--- config.mk ---
export PLATFORM = sky130hd
export DESIGN_NAME = multiplexed_segment_display_scanner_top
export DESIGN_NICKNAME = d
export VERILOG_FILES = /design/src/hw/rtl/mdss_pkg.sv /design/src/hw/rtl/multiplexed_segment_display_scanner_top.sv /design/src/hw/rtl/mdss_in_reg.sv /design/src/hw/rtl/mdss_core.sv /design/src/hw/rtl/mdss_out_reg.sv
export VERILOG_INCLUDE_DIRS = /design/src /design/src/hw/rtl
export SDC_FILE = /design/constraint.sdc
export NUM_CORES = 1
export LEC_CHECK = 0
export BUFFER_PORTS_ARGS = -buffer_cell sky130_fd_sc_hd__buf_2
export CORE_MARGIN = 10
export CORE_UTILIZATION = 45
export DETAILED_ROUTE_END_ITERATION = 6
export SYNTH_ARGS = -nofsm -noshare
export SYNTH_HDL_FRONTEND = slang
export SYNTH_SLANG_ARGS = --single-unit
--- constraint.sdc ---
create_clock -name clk_i -period 2.1 [get_ports clk_i]
set_clock_uncertainty 0.05 [all_clocks]
set_input_delay 0.105 -clock clk_i [delete_from_list [all_inputs] [get_ports clk_i]]
set_output_delay 0.105 -clock clk_i [all_outputs]
set_load 0.005 [all_outputs]
--- src/hw/rtl/multiplexed_segment_display_scanner_top_macros.svh ---
// Assertion macros shared by the display scanner RTL.
// No dependencies; included by the modules that carry assertions.
`ifndef MULTIPLEXED_SEGMENT_DISPLAY_SCANNER_TOP_MACROS_SVH
`define MULTIPLEXED_SEGMENT_DISPLAY_SCANNER_TOP_MACROS_SVH

`ifndef SYNTH

// Same-cycle implication, checked out of reset.
`define MDSS_ASSERT_NOW(label, clk, rst_n, ante, cons, msg) \
  label: assert property (@(posedge clk) disable iff (!rst_n) (ante) |-> (cons)) \
    else $error(msg);

// Next-cycle implication, checked out of reset.
`define MDSS_ASSERT_NEXT(label, clk, rst_n, ante, cons, msg) \
  label: assert property (@(posedge clk) disable iff (!rst_n) (ante) |=> (cons)) \
    else $error(msg);

`else

`define MDSS_ASSERT_NOW(label, clk, rst_n, ante, cons, msg)
`define MDSS_ASSERT_NEXT(label, clk, rst_n, ante, cons, msg)

`endif

`endif

--- src/hw/rtl/mdss_pkg.sv ---
// Shared types, codes and constants of the display scanner.
// No dependencies; imported by every module of the block.
`default_nettype none

package mdss_pkg;

  // Fixed field widths.
  localparam int unsigned SEG_W       = 7;
  localparam int unsigned CFG_W       = 16;
  localparam int unsigned BRIGHT_W    = 4;

  // Number of digits; the digit field of a request is two bits wide, so at most four.
  localparam int unsigned DIGITS          = 4;
  // Brightness limit; this value disables blanking.
  localparam int unsigned FULL_BRIGHTNESS = 15;

  // Reset values of the configuration registers.
  localparam logic [CFG_W-1:0]    REFRESH_RST = 16'd1;
  localparam logic [CFG_W-1:0]    BLINK_RST   = 16'd250;
  localparam logic [BRIGHT_W-1:0] BRIGHT_RST  = 4'd15;

  // Request function codes.
  typedef enum logic [2:0] {
    FN_TICK        = 3'd0,
    FN_WRITE_SEG   = 3'd1,
    FN_WRITE_DOT   = 3'd2,
    FN_BLINK_START = 3'd3,
    FN_BLINK_STOP  = 3'd4
  } func_e;

  // Configuration register indexes.
  typedef enum logic [1:0] {
    CFG_REFRESH = 2'd0,
    CFG_BLINK   = 2'd1,
    CFG_BRIGHT  = 2'd2
  } cfg_reg_e;

  // One request as held in the input register.
  typedef struct packed {
    logic [2:0]       func;
    logic [1:0]       digit;
    logic [SEG_W-1:0] segments;
    logic             dot;
  } item_t;

  // One result: pin state after the request plus the scan flag.
  typedef struct packed {
    logic [1:0]       select;
    logic [SEG_W-1:0] segments;
    logic             dot;
    logic             scan;
  } res_t;

endpackage

`default_nettype wire

--- src/hw/rtl/multiplexed_segment_display_scanner_top.sv ---
// Multiplexed seven-segment display scanner. Each request (tick, segment write,
// dot write, blink start, blink stop) is taken into an input register, applied to
// the display state and its result (select, segment and dot pins, scan flag)
// lands in a result register. One request per clock is sustained while results
// are accepted; a stalled result holds the pipeline only once both the input and
// result registers are full. There is no clearing pass after reset. The user must
// write configuration through the plain write port only while no request is in
// flight; the block leaves this unchecked.
`default_nettype none

module multiplexed_segment_display_scanner_top import mdss_pkg::*; (
  input  wire logic             clk_i,
  input  wire logic             rst_ni,
  input  wire logic             cfg_we_i,
  input  wire logic [1:0]       cfg_index_i,
  input  wire logic [CFG_W-1:0] cfg_wdata_i,
  input  wire logic             in_valid_i,
  output logic                  in_ready_o,
  input  wire logic [2:0]       func_i,
  input  wire logic [1:0]       digit_i,
  input  wire logic [SEG_W-1:0] segments_i,
  input  wire logic             dot_i,
  output logic                  out_valid_o,
  input  wire logic             out_ready_i,
  output logic [1:0]            digit_select_o,
  output logic [SEG_W-1:0]      segment_drive_o,
  output logic                  dot_drive_o,
  output logic                  scan_event_o
);

  item_t in_item;
  item_t held_item;
  logic  held_valid;
  logic  out_free;
  logic  take;
  res_t  core_result;
  res_t  out_result;

  assign in_item.func     = func_i;
  assign in_item.digit    = digit_i;
  assign in_item.segments = segments_i;
  assign in_item.dot      = dot_i;

  // The core consumes the held request when the result register has room.
  assign take = held_valid && out_free;

  mdss_in_reg u_in_reg (
    .clk_i      (clk_i),
    .rst_ni     (rst_ni),
    .in_valid_i (in_valid_i),
    .in_ready_o (in_ready_o),
    .item_i     (in_item),
    .take_i     (take),
    .valid_o    (held_valid),
    .item_o     (held_item)
  );

  mdss_core u_core (
    .clk_i       (clk_i),
    .rst_ni      (rst_ni),
    .cfg_we_i    (cfg_we_i),
    .cfg_index_i (cfg_index_i),
    .cfg_wdata_i (cfg_wdata_i),
    .take_i      (take),
    .item_i      (held_item),
    .result_o    (core_result)
  );

  mdss_out_reg u_out_reg (
    .clk_i       (clk_i),
    .rst_ni      (rst_ni),
    .load_i      (take),
    .result_i    (core_result),
    .free_o      (out_free),
    .out_valid_o (out_valid_o),
    .out_ready_i (out_ready_i),
    .result_o    (out_result)
  );

  assign digit_select_o  = out_result.select;
  assign segment_drive_o = out_result.segments;
  assign dot_drive_o     = out_result.dot;
  assign scan_event_o    = out_result.scan;

endmodule

`default_nettype wire

--- src/hw/rtl/mdss_in_reg.sv ---
// Input register of the display scanner: holds one request for the core.
// Depends on mdss_pkg.
`default_nettype none

module mdss_in_reg import mdss_pkg::*; (
  input  wire logic  clk_i,
  input  wire logic  rst_ni,
  input  wire logic  in_valid_i,
  output logic       in_ready_o,
  input  wire item_t item_i,
  input  wire logic  take_i,
  output logic       valid_o,
  output item_t      item_o
);

  logic  valid_q;
  item_t item_q;

  // Free when empty or when the held request is consumed this cycle.
  assign in_ready_o = !valid_q || take_i;
  assign valid_o    = valid_q;
  assign item_o     = item_q;

  // Valid flag.
  always_ff @(posedge clk_i or negedge rst_ni) begin
    if (!rst_ni) begin
      valid_q <= 1'b0;
    end else if (in_ready_o) begin
      valid_q <= in_valid_i;
    end
  end

  // Payload, loaded on acceptance.
  always_ff @(posedge clk_i) begin
    if (in_valid_i && in_ready_o) begin
      item_q <= item_i;
    end
  end

endmodule

`default_nettype wire

--- src/hw/rtl/mdss_core.sv ---
// Scanner core: configuration, display state and the per-request update.
// Depends on mdss_pkg and the assertion macro header.
`default_nettype none
`include "multiplexed_segment_display_scanner_top_macros.svh"

module mdss_core import mdss_pkg::*; (
  input  wire logic             clk_i,
  input  wire logic             rst_ni,
  input  wire logic             cfg_we_i,
  input  wire logic [1:0]       cfg_index_i,
  input  wire logic [CFG_W-1:0] cfg_wdata_i,
  input  wire logic             take_i,
  input  wire item_t            item_i,
  output res_t                  result_o
);

  localparam int unsigned IDXW = (DIGITS > 1) ? $clog2(DIGITS) : 1;

  // Configuration registers.
  logic [CFG_W-1:0]    refresh_period_q, refresh_period_d;
  logic [CFG_W-1:0]    blink_period_q, blink_period_d;
  logic [BRIGHT_W-1:0] brightness_q, brightness_d;

  // Display state.
  logic [IDXW-1:0]     scan_index_q, scan_index_d;
  logic [CFG_W-1:0]    refresh_count_q, refresh_count_d;
  logic [CFG_W-1:0]    blink_count_q, blink_count_d;
  logic [BRIGHT_W-1:0] dim_count_q, dim_count_d;
  logic                fresh_q, fresh_d;
  logic [SEG_W-1:0]    seg_store_q [DIGITS];
  logic [SEG_W-1:0]    seg_store_d [DIGITS];
  logic [DIGITS-1:0]   dot_store_q, dot_store_d;
  logic [DIGITS-1:0]   enabled_q, enabled_d;
  logic                blink_active_q, blink_active_d;
  logic [1:0]          blink_target_q, blink_target_d;
  logic [1:0]          pin_select_q, pin_select_d;
  logic [SEG_W-1:0]    pin_segments_q, pin_segments_d;
  logic                pin_dot_q, pin_dot_d;

  logic                scan;
  logic [IDXW-1:0]     cur;
  logic                digit_ok;
  logic                full;
  logic [IDXW-1:0]     widx;

  // Request decode and state update.
  always_comb begin
    refresh_period_d = refresh_period_q;
    blink_period_d   = blink_period_q;
    brightness_d     = brightness_q;
    scan_index_d     = scan_index_q;
    refresh_count_d  = refresh_count_q;
    blink_count_d    = blink_count_q;
    dim_count_d      = dim_count_q;
    fresh_d          = fresh_q;
    seg_store_d      = seg_store_q;
    dot_store_d      = dot_store_q;
    enabled_d        = enabled_q;
    blink_active_d   = blink_active_q;
    blink_target_d   = blink_target_q;
    pin_select_d     = pin_select_q;
    pin_segments_d   = pin_segments_q;
    pin_dot_d        = pin_dot_q;
    scan             = 1'b0;

    cur      = (32'(scan_index_q) >= DIGITS) ? '0 : scan_index_q;
    digit_ok = (5'(item_i.digit) < 5'(DIGITS));
    widx     = IDXW'(item_i.digit);
    full     = (8'(brightness_q) == 8'(FULL_BRIGHTNESS));

    // Configuration writes must arrive only while no request is in flight; the core leaves this to the user.
    if (cfg_we_i) begin
      case (cfg_reg_e'(cfg_index_i))
        CFG_REFRESH: refresh_period_d = cfg_wdata_i;
        CFG_BLINK:   blink_period_d   = cfg_wdata_i;
        CFG_BRIGHT: begin
          if (cfg_wdata_i[BRIGHT_W-1:0] != '0 &&
              8'(cfg_wdata_i[BRIGHT_W-1:0]) <= 8'(FULL_BRIGHTNESS)) begin
            brightness_d = cfg_wdata_i[BRIGHT_W-1:0];
          end
        end
        default: ;
      endcase
    end

    if (take_i) begin
      case (func_e'(item_i.func))
        FN_TICK: begin
          // Scan: step to the next digit when the refresh counter runs out.
          if (refresh_count_q != '0) begin
            refresh_count_d = refresh_count_q - 16'd1;
          end else begin
            pin_select_d    = 2'(cur);
            pin_segments_d  = enabled_q[cur] ? seg_store_q[cur] : '0;
            pin_dot_d       = dot_store_q[cur];
            scan_index_d    = (cur == IDXW'(DIGITS - 1)) ? '0 : cur + IDXW'(1);
            refresh_count_d = refresh_period_q;
            fresh_d         = 1'b1;
            scan            = 1'b1;
          end
          // Blink: toggle the target digit when the blink counter runs out.
          if (!blink_active_q) begin
            enabled_d = '1;
          end else if (blink_count_q != '0) begin
            blink_count_d = blink_count_q - 16'd1;
          end else begin
            for (int k = 0; k < DIGITS; k++) begin
              enabled_d[k] = (k == int'(blink_target_q)) ? ~enabled_q[k] : 1'b1;
            end
            blink_count_d = blink_period_q;
          end
          // Dimming: below full brightness, blank the pins once the dim count after a scan reaches the brightness.
          if (!full && fresh_d) begin
            if (dim_count_q >= brightness_q) begin
              pin_segments_d = '0;
              pin_dot_d      = 1'b0;
              fresh_d        = 1'b0;
              dim_count_d    = '0;
            end else begin
              dim_count_d = dim_count_q + 4'd1;
            end
          end
        end
        FN_WRITE_SEG: begin
          if (digit_ok) begin
            seg_store_d[widx] = item_i.segments;
          end
        end
        FN_WRITE_DOT: begin
          if (digit_ok) begin
            dot_store_d[widx] = item_i.dot;
          end
        end
        FN_BLINK_START: begin
          if (!blink_active_q) begin
            enabled_d = '1;
          end
          if (digit_ok) begin
            blink_target_d = item_i.digit;
            blink_active_d = 1'b1;
          end
        end
        FN_BLINK_STOP: begin
          blink_active_d = 1'b0;
          enabled_d      = '1;
        end
        default: ;
      endcase
    end

    result_o.select   = pin_select_d;
    result_o.segments = pin_segments_d;
    result_o.dot      = pin_dot_d;
    result_o.scan     = scan;
  end

  // State registers.
  always_ff @(posedge clk_i or negedge rst_ni) begin
    if (!rst_ni) begin
      refresh_period_q <= REFRESH_RST;
      blink_period_q   <= BLINK_RST;
      brightness_q     <= BRIGHT_RST;
      scan_index_q     <= '0;
      refresh_count_q  <= REFRESH_RST;
      blink_count_q    <= BLINK_RST;
      dim_count_q      <= '0;
      fresh_q          <= 1'b0;
      for (int k = 0; k < DIGITS; k++) begin
        seg_store_q[k] <= '0;
      end
      dot_store_q      <= '0;
      enabled_q        <= '1;
      blink_active_q   <= 1'b0;
      blink_target_q   <= '0;
      pin_select_q     <= '0;
      pin_segments_q   <= '1;
      pin_dot_q        <= 1'b1;
    end else begin
      refresh_period_q <= refresh_period_d;
      blink_period_q   <= blink_period_d;
      brightness_q     <= brightness_d;
      scan_index_q     <= scan_index_d;
      refresh_count_q  <= refresh_count_d;
      blink_count_q    <= blink_count_d;
      dim_count_q      <= dim_count_d;
      fresh_q          <= fresh_d;
      seg_store_q      <= seg_store_d;
      dot_store_q      <= dot_store_d;
      enabled_q        <= enabled_d;
      blink_active_q   <= blink_active_d;
      blink_target_q   <= blink_target_d;
      pin_select_q     <= pin_select_d;
      pin_segments_q   <= pin_segments_d;
      pin_dot_q        <= pin_dot_d;
    end
  end

  // Without an active blink every digit stays enabled.
  `MDSS_ASSERT_NOW(a_enabled_idle, clk_i, rst_ni, !blink_active_q, &enabled_q,
                   "digit disabled without blink")
  // The scan index never leaves the digit range.
  `MDSS_ASSERT_NOW(a_index_range, clk_i, rst_ni, 1'b1, 32'(scan_index_q) < DIGITS,
                   "scan index out of range")
  // A scan reloads the refresh counter from its period.
  `MDSS_ASSERT_NEXT(a_refresh_reload, clk_i, rst_ni,
                    take_i && item_i.func == FN_TICK && refresh_count_q == '0,
                    refresh_count_q == $past(refresh_period_q),
                    "refresh counter not reloaded")
  // Requests other than a tick leave the pins alone.
  `MDSS_ASSERT_NEXT(a_pins_hold, clk_i, rst_ni, take_i && item_i.func != FN_TICK,
                    $stable(pin_select_q) && $stable(pin_segments_q) && $stable(pin_dot_q),
                    "pins changed on a non-tick request")

endmodule

`default_nettype wire

--- src/hw/rtl/mdss_out_reg.sv ---
// Result register of the display scanner with its valid flag.
// Depends on mdss_pkg.
`default_nettype none

module mdss_out_reg import mdss_pkg::*; (
  input  wire logic clk_i,
  input  wire logic rst_ni,
  input  wire logic load_i,
  input  wire res_t result_i,
  output logic      free_o,
  output logic      out_valid_o,
  input  wire logic out_ready_i,
  output res_t      result_o
);

  logic valid_q;
  res_t result_q;

  // Room for a new result when empty or when the held one leaves now.
  assign free_o      = !valid_q || out_ready_i;
  assign out_valid_o = valid_q;
  assign result_o    = result_q;

  // Valid flag.
  always_ff @(posedge clk_i or negedge rst_ni) begin
    if (!rst_ni) begin
      valid_q <= 1'b0;
    end else if (free_o) begin
      valid_q <= load_i;
    end
  end

  // Result payload.
  always_ff @(posedge clk_i) begin
    if (load_i) begin
      result_q <= result_i;
    end
  end

endmodule

`default_nettype wire
==> results by group <==
Synth
  • Syn avg cell area: between 10 and 15 um^2
  • Async set-reset flop share out of synthesis: 0.840
  • Syn_nets: roughly 630
  • Synthesized flop and latch total: 150
  • Synth cell types: 68
  • Gate Count Post-Synth: 581
  • Synth Warn #: 0
  • Synthesized area: just over 7000 um^2
  • Largest area contributor in the netlist: dfrtp_1
  • Post-synth EDFFs: 24
  • Ys flop type: dfrtp_1
  • Top post-synthesis cells by area: dfrtp_1, dfstp_2, mux2_2
  • Top cell type's share of synthesized area: 0.339
  • Post-synthesis sequential area ratio: 0.552

Place
  • Post-DP HPWL: 11,300 um
  • Final Wtd Congestion: roughly 0.85
  • Buffers on Ports: 48

Worst setup path
  • Crit path kind: reg2reg
  • CP arrival: 2.15 ns
  • FF-to-FF path depth: 8
  • CP Launch Type: flip-flop
  • Worst Setup SP: u_core.refresh_count_q[1]
  • Crit path required time: 2.22 ns
  • Reg-to-reg endpoint: u_out_reg.result_o[6]
  • R2r setup slk: 0.07 ns
  • Reg2Reg Launch Point: u_core.refresh_count_q[1]
  • Critical Path Fanout Max: 8
  • Crit path to: u_out_reg.result_o[6]
  • Setup crit end kind: flip-flop

Layout
  • Diodes inserted: 0
  • Layout cells sized above 1: 0.384
  • Most frequent cells in the layout: dfrtp_1, mux2_2, nand2_1
  • Final core utilization: 0.578
  • Final net count: 752
  • Layout area overhead: 24.9%
  • # fillers: 1,310
  • Commonest non-fill, non-tap cell in the layout: dfrtp_1
  • Register Area: roughly 3900 um^2
  • Multi-input logic area: about 3000 um^2

Floorplan
  • IO Pins: 49
  • Core Region: between 15,000 and 20,000 um^2
  • Floorplan row count: 45
  • Initial core utilization: 0.462
  • Chip height: 145 um
  • Die width: 145 um
  • Full die area: 21,200 um^2

Min path
  • Hold crit path type: in2reg

Global route
  • Largest net degree at the start of global routing: 80
  • Initial antenna violation count: 0
  • Number of global-route vias before repair: 5,205
  • Grt total ovfl: 0
  • First-pass GRT wire length: 26,800 um
  • GRT Total Usage: 0.153

Pwr
  • Power per cell area: 913 nW/um^2
  • Comb power frac: 0.167
  • Final Power: between 8 and 9 mW
  • Switching Fraction: 0.278
  • Clock power share: 0.363
  • Flop pwr share: 0.470
  • Peak supply drop: 573 uV
  • P_sw: 2.24 mW
  • P_int: 5.84 mW
  • Lkg Pwr: around 3.8 nW

STA
  • Hold slack: 0.0946 ns
  • RSZ-0062 raised after global routing: false
  • Worst slew pin tran: 0.549 ns
  • Max Slew Vio Count: 0
  • Fin crit share: 0.968
  • Slew margin rel.: 0.634
  • Peak Freq: a little under 500 MHz
  • Final Hold Vio Count: 0
  • Total negative setup slack: 0 ns
  • Finish-stage setup viols: 0
  • Crit path time final: 2.03 ns

Clock network
  • Worst-Skew Late Latency: 0.42 ns
  • TritonCTS buffer count: 17
  • Clk buf depth: 2
  • # clock sinks: 150
  • Clock Pin Slew Worst Setup and Hold Paths: 0.06 ns
  • Root Driver: clkbuf_16
  • H-tree depth: 4
  • CTS tree: built

Drt
  • Post-Route WL: 15,800 um
  • Drt initial violations: 284
  • DRC violations left: 0
  • Vias post-DR: roughly 5,000
  • Via/cell ratio: approximately 5.4
  • Post-detailed-route wirelength per cell: 17.0 um
  • Pre-antenna DRT Iters: 5
  • Remaining antenna violation count: 0

Status
  • Status: completed

Flow run
  • MaxCap Viol Count: 0
-- registers in the layout (all words and copies together) (netlist names), 7 cells and up --
| register | cells |
|---|---|
| u_core.blink_count_q | 16 |
| u_core.pin_segments_q | 7 |
| u_out_reg.result_o | 11 |
| u_core.refresh_period_q | 16 |
| u_core.blink_period_q | 16 |
| u_in_reg.item_o | 13 |
| u_core.seg_store_q | 28 |
| u_core.refresh_count_q | 16 |
-- cells by family (layout without fill, tap and decap cells) --
family / count (synthesis) / count (layout) / synth area share
compound gates: 120 / 120 / 0.117
fa+ha+maj: 10 / 10 / 0.0177
buf+inv: 52 / 190 / 0.0334
flops: 150 / 150 / 0.552
mux: 82 / 82 / 0.143
simple gates: 167 / 167 / 0.136
-- worst max-delay path, stage by stage, from the launching register on --
cell      delay, ns
dfrtp_1        0.39
inv_2          0.08
ha_4           0.13
nand2b_4       0.05
or4_4          0.47
a211oi_4       0.23
and2b_2        0.20
buf_12         0.13
a21oi_2        0.04
-- metrics by stage --
stage	std cells	setup slack (ns)	cell area, um^2
after floorplan	581	-0.0498	7080
after global placement	864	0.0740	7860
after detailed placement	864	0.0221	7860
after CTS	928	0.0151	8750
after global routing	930	0.000655	8850
final	930	0.0676	8850
-- worst min path at each step --
stage	start	endpoint	slack, ns	cells after the start
CTS	out_ready_i	u_out_reg.out_valid_o	0.08	4
detailed placement	rst_ni	u_core.blink_period_q[2]	0.07	2
global placement	rst_ni	u_core.blink_period_q[2]	0.07	2
floorplan	rst_ni	u_core.blink_active_q	-0.24	0
finish	cfg_index_i[0]	u_core.brightness_q[2]	0.09	4
global route	out_ready_i	u_out_reg.out_valid_o	0.10	4
-- area by class of cell --
cell class | instances | area share
sequential | 150 | 0.443
multi-input combinational | 379 | 0.341
timing repair buffer | 128 | 0.110
clock buffer | 18 | 0.0485
tap | 211 | 0.0298
clock inverter | 14 | 0.0158
inverter | 30 | 0.0127
-- metal layers --
layer / GRT usage / wire (um) / up-vias
li1: - / - / 2399
met1: 0.214 / 7640 / 2513
met2: 0.229 / 7280 / 115
met3: 0.0382 / 737 / 12
met4: 0.0415 / 168 / 0
met5: 0 / 0 / -
-- power by group through the flow --
| stage | Combinational, mW | Clock (mW) | Sequential [mW] |
|---|---|---|---|
| after floorplan | 0.890 | 0 | 3.72 |
| after global placement | 1.24 | 0 | 3.81 |
| after detailed placement | 1.28 | 0 | 3.83 |
| after CTS | 1.33 | 2.99 | 3.78 |
| after global routing | 1.52 | 3.14 | 3.85 |
| final | 1.35 | 2.93 | 3.80 |
-- cell usage after synthesis (4+ instances only) --
master	instances
dfrtp_1	96
a31oi_1	4
a22oi_1	7
a21oi_2	8
mux4_2	9
a2bb2oi_1	8
a22o_1	4
nor3_1	13
ha_1	10
dfstp_2	30
clkbuf_1	10
nand2b_1	8
o21ai_0	27
o31ai_1	5
or3_1	4
mux2_2	66
edfxtp_1	24
inv_1	30
o41ai_1	8
and2_1	4
mux2i_1	7
o22ai_1	6
nand3_1	25
nand2_1	49
buf_6	4
o2bb2ai_1	5
buf_2	6
a21oi_1	20
nor4_1	6
nor2_1	22
-- timing repair --
action	CTS	global route
resized for setup	0	22
buffers inserted	0	1
hold endpoints to repair	163	0
hold buffers	32	0
endpoints found under the setup margin	0	32
Power figures use the tool's default switching activity.
